$ cat src/plts_pkg.sv
package plts_pkg;

  typedef enum logic [1:0] {
    CFG_TRANSPOSE = 2'd0,
    CFG_SCALE     = 2'd1,
    CFG_ROWS      = 2'd2,
    CFG_COLS      = 2'd3
  } cfg_idx_e;

  typedef enum logic {
    FUNC_TRI = 1'b0,
    FUNC_RHS = 1'b1
  } func_e;

  typedef enum logic [1:0] {
    OP_SCALE,
    OP_UPD,
    OP_DIV
  } op_e;

  typedef enum logic [3:0] {
    ST_LOAD,
    ST_RD,
    ST_MUL,
    ST_WB,
    ST_DIVS,
    ST_DIV,
    ST_ORD,
    ST_OUT
  } st_e;

  typedef struct packed {
    logic        func;
    logic [31:0] value;
    logic        last;
  } in_item_t;

  typedef struct packed {
    logic [31:0] solution;
    logic [2:0]  row_index;
    logic [2:0]  col_index;
    logic        end_of_run;
    logic        zero_pivot;
  } out_item_t;

  typedef struct packed {
    logic [1:0]  index;
    logic [31:0] data;
  } cfg_wr_t;

  typedef struct packed {
    logic        start;
    logic [31:0] num;
    logic [31:0] den;
  } div_req_t;

  typedef struct packed {
    logic        done;
    logic [31:0] quo;
  } div_rsp_t;

  function automatic logic [31:0] sat32(input logic signed [63:0] v);
    logic [31:0] r;
    if (v > 64'sd2147483647) begin
      r = 32'h7fff_ffff;
    end else if (v < -64'sd2147483648) begin
      r = 32'h8000_0000;
    end else begin
      r = v[31:0];
    end
    return r;
  endfunction

  // Round a Q32.32 product to Q16.16, ties toward plus infinity, then saturate.
  function automatic logic [31:0] qround(input logic signed [63:0] p);
    logic signed [63:0] t;
    t = (p + 64'sd32768) >>> 16;
    return sat32(t);
  endfunction

  function automatic logic [31:0] sub_sat(input logic [31:0] a, input logic [31:0] b);
    logic signed [32:0] d;
    d = $signed({a[31], a}) - $signed({b[31], b});
    return sat32(64'(d));
  endfunction

endpackage

$ cat src/plts_div.sv
module plts_div (
  input  logic               clk_i,
  input  logic               rst_ni,
  input  plts_pkg::div_req_t req_i,
  output plts_pkg::div_rsp_t rsp_o
);
  import plts_pkg::*;

  logic        busy_q, busy_d;
  logic        done_q, done_d;
  logic [5:0]  cnt_q, cnt_d;
  logic [47:0] dvd_q, dvd_d;
  logic [31:0] rem_q, rem_d;
  logic [31:0] den_q, den_d;
  logic        neg_q, neg_d;
  logic [32:0] shifted;
  logic [31:0] num_abs;
  logic [47:0] quo_pos;

  always_comb begin
    busy_d  = busy_q;
    done_d  = 1'b0;
    cnt_d   = cnt_q;
    dvd_d   = dvd_q;
    rem_d   = rem_q;
    den_d   = den_q;
    neg_d   = neg_q;
    num_abs = req_i.num[31] ? 32'(-req_i.num) : req_i.num;
    shifted = {rem_q, dvd_q[47]};
    if (req_i.start) begin
      busy_d = 1'b1;
      cnt_d  = '0;
      rem_d  = '0;
      dvd_d  = {num_abs, 16'd0};
      den_d  = req_i.den[31] ? 32'(-req_i.den) : req_i.den;
      neg_d  = req_i.num[31] ^ req_i.den[31];
    end else if (busy_q) begin
      // One restoring step per cycle; quotient bits shift in at the bottom.
      if (shifted >= {1'b0, den_q}) begin
        rem_d = 32'(shifted - {1'b0, den_q});
        dvd_d = {dvd_q[46:0], 1'b1};
      end else begin
        rem_d = shifted[31:0];
        dvd_d = {dvd_q[46:0], 1'b0};
      end
      cnt_d = cnt_q + 6'd1;
      if (cnt_q == 6'd47) begin
        busy_d = 1'b0;
        done_d = 1'b1;
      end
    end
  end

  always_ff @(posedge clk_i or negedge rst_ni) begin
    if (!rst_ni) begin
      busy_q <= 1'b0;
      done_q <= 1'b0;
      cnt_q  <= '0;
    end else begin
      busy_q <= busy_d;
      done_q <= done_d;
      cnt_q  <= cnt_d;
    end
  end

  always_ff @(posedge clk_i) begin
    dvd_q <= dvd_d;
    rem_q <= rem_d;
    den_q <= den_d;
    neg_q <= neg_d;
  end

  assign quo_pos = dvd_q;

  always_comb begin
    rsp_o.done = done_q;
    if (!neg_q) begin
      rsp_o.quo = (quo_pos > 48'h0000_7fff_ffff) ? 32'h7fff_ffff : quo_pos[31:0];
    end else begin
      rsp_o.quo = (quo_pos > 48'h0000_8000_0000) ? 32'h8000_0000 : 32'(-quo_pos[31:0]);
    end
  end

endmodule

$ cat config.mk
export PLATFORM = sky130hd
export DESIGN_NAME = plts_div
export DESIGN_NICKNAME = d
export VERILOG_FILES = /design/src/plts_pkg.sv /design/src/plts_div.sv
export SDC_FILE = /design/constraint.sdc
export NUM_CORES = 1
export LEC_CHECK = 0
export BUFFER_PORTS_ARGS = -buffer_cell sky130_fd_sc_hd__buf_2
export CORE_UTILIZATION = 61
export CTS_CLUSTER_DIAMETER = 50
export DETAILED_ROUTE_END_ITERATION = 10
export MAX_ROUTING_LAYER = met4
export PLACE_DENSITY = 0.94
export SKIP_LAST_GASP = 1
export SLEW_MARGIN = 10
export SYNTH_ARGS = -nofsm -noshare
export SYNTH_HDL_FRONTEND = slang
export SYNTH_SLANG_ARGS = --single-unit
$ cat constraint.sdc
create_clock -name clk_i -period 7.2 [get_ports clk_i]
set_clock_uncertainty 0.15 [all_clocks]
set_input_delay 1.44 -clock clk_i [delete_from_list [all_inputs] [get_ports clk_i]]
set_output_delay 1.44 -clock clk_i [all_outputs]
set_load 0.01 [all_outputs]
* Word level (Yosys, flattened, before mapping)
Index checks and enable logic that the tools add are counted.
Cells by class: mux-type cells 17, equal/unequal tests 1, div/mod/pow operators 0, $mul 0, $add $sub $neg 5, bitwise logic cells 1, reduce and logical (&&, ||, !) cells 1, shifts and indexed selects 0, $lt $le $gt $ge 3
Operators by type and width (count):
- $mux 32 | 5
- $mux 48 | 2
- $neg 32->32 | 3
- $gt 48x31->1 const B | 1
- $gt 48x32->1 const B | 1
- $ge 33x32->1 | 1
- $sub 32x32->32 | 1
- $mux 31 | 1
- $mux 6 | 2
- $mux 1 | 7
- $add 6x1->6 const B | 1
- $eq 6x6->1 const B | 1
- $reduce_bool 2->1 | 1
- $xor 1x1->1 | 1
Storage, ports and cells: input bits 67, memory bits (writable) 0, word-level logic and storage cells 37, ROM bits 0, latch bits 0, memories 0, output and inout bits 33, register bits 121

* Longest topological paths before layout
depth in word-level cells 4, mapped depth 13

* Worst setup path after synthesis
Ideal clock, no wire load.
kind reg-to-output, from register dvd_q[0], to output rsp_o[12] in the netlist's numbering, arrival 3.109 ns, slack 2.501 ns, data required time 5.610 ns, stages on the path, launching flop included 14, path through dfxtp_1 -> inv_1 -> ha_1 -> or3b_2 -> or3_1 -> nor3_1 -> nand2_1 -> o31ai_1 -> buf_2 -> nand2_1 -> clkbuf_1 -> o21ai_0 -> nand2_1 -> o311ai_0
RTL lines:
- start: declaration | line plts_div.sv:12 | logic [47:0] dvd_q, dvd_d;
- start signal: assignment | line plts_div.sv:67 | dvd_q <= dvd_d;
- end: declaration | line plts_div.sv:5 | output plts_pkg::div_rsp_t rsp_o

==> impl_metrics.csv <==
group,metric,value,unit
drt,wl_per_cell,16.4,um
die,rows,43,
timing,grt_setup_unrepaired,"false",
clock_tree,cts_setup_buffers,0,
pwr,leakage,0.00412,uW
synth,synth_top_family_by_area,"compound AO/OA/AOI/OAI gates",
timing,finalCritPeriodShare,85.4,%
status,status,"complete, no violations",
worst_setup_path,arrival,4560,ps
synth,synth_edf_count,65,
synth,synth_fp_nets,1110,
drt,vias_per_cell,6.34,
drt,ant_nets,0,
timing,whs,330,ps
cells_and_area,nets,1179,
synth,synthMuxAreaShare,2.19,%
timing,worstMarginPinSlew,1220,ps
drt,via_count,8038,
grt,grt_pass1_vias,7284,
cells_and_area,postLayoutCellArea,9880,sq um
synth,ys_warn_count,0,
worst_setup_path,cp_slowest_cell,"o311ai_0",
timing,slew_viol_final,0,
flow_run,max_cap_violations,0,
cells_and_area,layout_common_cells,"106 x nand2_1, 98 x buf_2, 86 x nor2_1, 74 x xnor2_1",
synth,synth_compound_area_share,23.8,%
die,dieArea,14700,sq um
clock_tree,cts_resized,0,
die,die_w,121,um
drt,first_iter_violations,820,
synth,syn_inst,1006,
clock_tree,clock_path_buffers,2,
drt,first_pass_iters,6,
drt,drcViolationCount,0,
clock_tree,clk_pin_slew,60,ps
grt,antenna_found_initial,0,
synth,synth_xor_area_share,8.67,%
clock_tree,cts.sinks,121,
worst_setup_path,criticalPathCategory,"reg2out",
pwr,cellPowerDensity,320,nW/um^2
grt,grt_max_degree,82,
worst_setup_path,crit_path_start_kind,"register",
place,dp_cells,1236,
clock_tree,clk_latency,420,ps
clock_tree,cts_buffers,17,
place,portBuffers,99,
timing,hold_viol,0,
timing,min_period,6150,ps
die,ios,100,
grt,grt-ovfl-total,0,
synth,synth_top_flop_cell,"edfxtp_1",
timing,setup_violations,0,
cells_and_area,antenna_cells,0,
worst_setup_path,critical_path_required,5610,ps
drt,wirelength,20.8,mm
synth,synth.distinct_cells,65,
die,core_area,13900,sq um
synth,async_flop_share,6.61,%
worst_setup_path,worstRegToRegCells,11,
pwr,power,3160,uW
clock_tree,htreeDepth,4,
grt,grt_usage,30.2,%
grt,grt_pass1_wl,34.6,mm
synth,syn_area,8690,sq um
cells_and_area,area_growth_syn_to_layout,13.8,%
synth,synthSimpleGateAreaFrac,19.2,%
place,routabilityCongestion,0.941,
cells_and_area,instances_no_fill,1268,
clock_tree,clock-root-buffer,"clkbuf_16",
timing,maxSlewHeadroom,18.5,%
die,fp.dieH,121,um
worst_setup_path,crit_path_cell_trace,"inv_1, ha_1, or3b_2, or3_1, nor3_1, nand2_1, o31ai_1, buf_4, nand3_1, o311ai_0, buf_2",
synth,yosys.area_share.adder,5.42,%
pwr,ir_drop,0.288,mV
worst_setup_path,endpoint_kind,"output port",
clock_tree,cts_tree,"built",
min_path,worstHoldPathCells,2,
synth,avgSynthCellArea,8.64,sq um
synth,yosysSeqAreaShare,35.8,%
timing,tns,0,ps
die,start_util,62.6,%
worst_setup_path,cp_max_fo,24,
cells_and_area,final_common_cell,"nand2_1",
min_path,min_path_type,"reg2reg",
place,dpl_cell_area,9240,sq um
synth,ys_seq_elements,121,
worst_setup_path,max_stage_delay,660,ps
place,dpl.hpwl,14.5,mm
clock_tree,hold_buffers,0,
cells_and_area,drive_gt1_share,14.0,%
timing,fmax,163,MHz
## worst paths after layout
kind | start | endpoint | slack, ps
hold / removal | rem_q[27] | rem_q[27] | 330
max in group asynchronous | rst_ni | busy_q | 6020
hold reg to reg | rem_q[27] | rem_q[27] | 330
setup reg to reg | den_q[1] | rem_q[14] | 3090
min in group asynchronous | rst_ni | cnt_q[5] | 700
setup / recovery | dvd_q[0] | rsp_o[15] | 1050
## where the power goes
group	total (uW)	switching, uW	internal [uW]
Combinational	1290	758	534
Sequential	976	109	866
Clock	890	300	590
Total	3160	1170	1990
## worst max-delay path, delay by kind of cell (launching register included)
family                   cells  cell delay, ps
flip-flops                   1             330
adder cells (fa/ha/maj)      1             180
buffers and inverters        3             520
AO/OA/AOI/OAI                2             920
AND/OR/NAND/NOR              5            2170
## flip-flops by register name (all words and copies together) (netlist names)
name / count
dvd_q: 48
done_q: 1
neg_q: 1
den_q: 32
busy_q: 1
rem_q: 32
cnt_q: 6
## through the flow
stage,setup slack (ps),util [%]
CTS,1210,71.2
floorplan,2500,-
finish,1050,71.2
detailed placement,1670,66.6
global placement,1720,66.6
global route,717,71.2
## synthesized netlist by cell type, types with 22 or more instances
cell	count	share of area [%]
nand2_1	106	4.6
nor2_1	86	3.7
xnor2_1	74	7.5
edfxtp_1	65	22
o21ai_0	65	3.7
inv_1	58	2.5
a21oi_1	52	3.0
dfxtp_1	48	11
clkbuf_1	42	1.8
ha_1	36	5.2
a22o_1	30	3.0
or3_1	22	1.6
## final cells by class
type | instances | area [sq um]
Multi-Input combinational cell | 774 | 5150
Sequential cell | 121 | 3110
Clock inverter | 2 | 12.5
Inverter | 58 | 218
Tap cell | 180 | 225
Timing Repair Buffer | 103 | 528
Fill cell | 1008 | 4000
Clock buffer | 30 | 631
## per-layer routing
layer | track usage, % | routed length, um
met2 | 47.1 | 9870
met5 | - | 0
met4 | 10.1 | 368
met1 | 39.0 | 9160
met3 | 6.44 | 1400
## cell families after synthesis
kind of cell	count (synthesis)
mux	19
flops	121
fa+ha+maj	37
simple gates	336
buf+inv	111
xor+xnor	86
compound gates	296
Note: power is estimated with default switching activity, not from simulation.
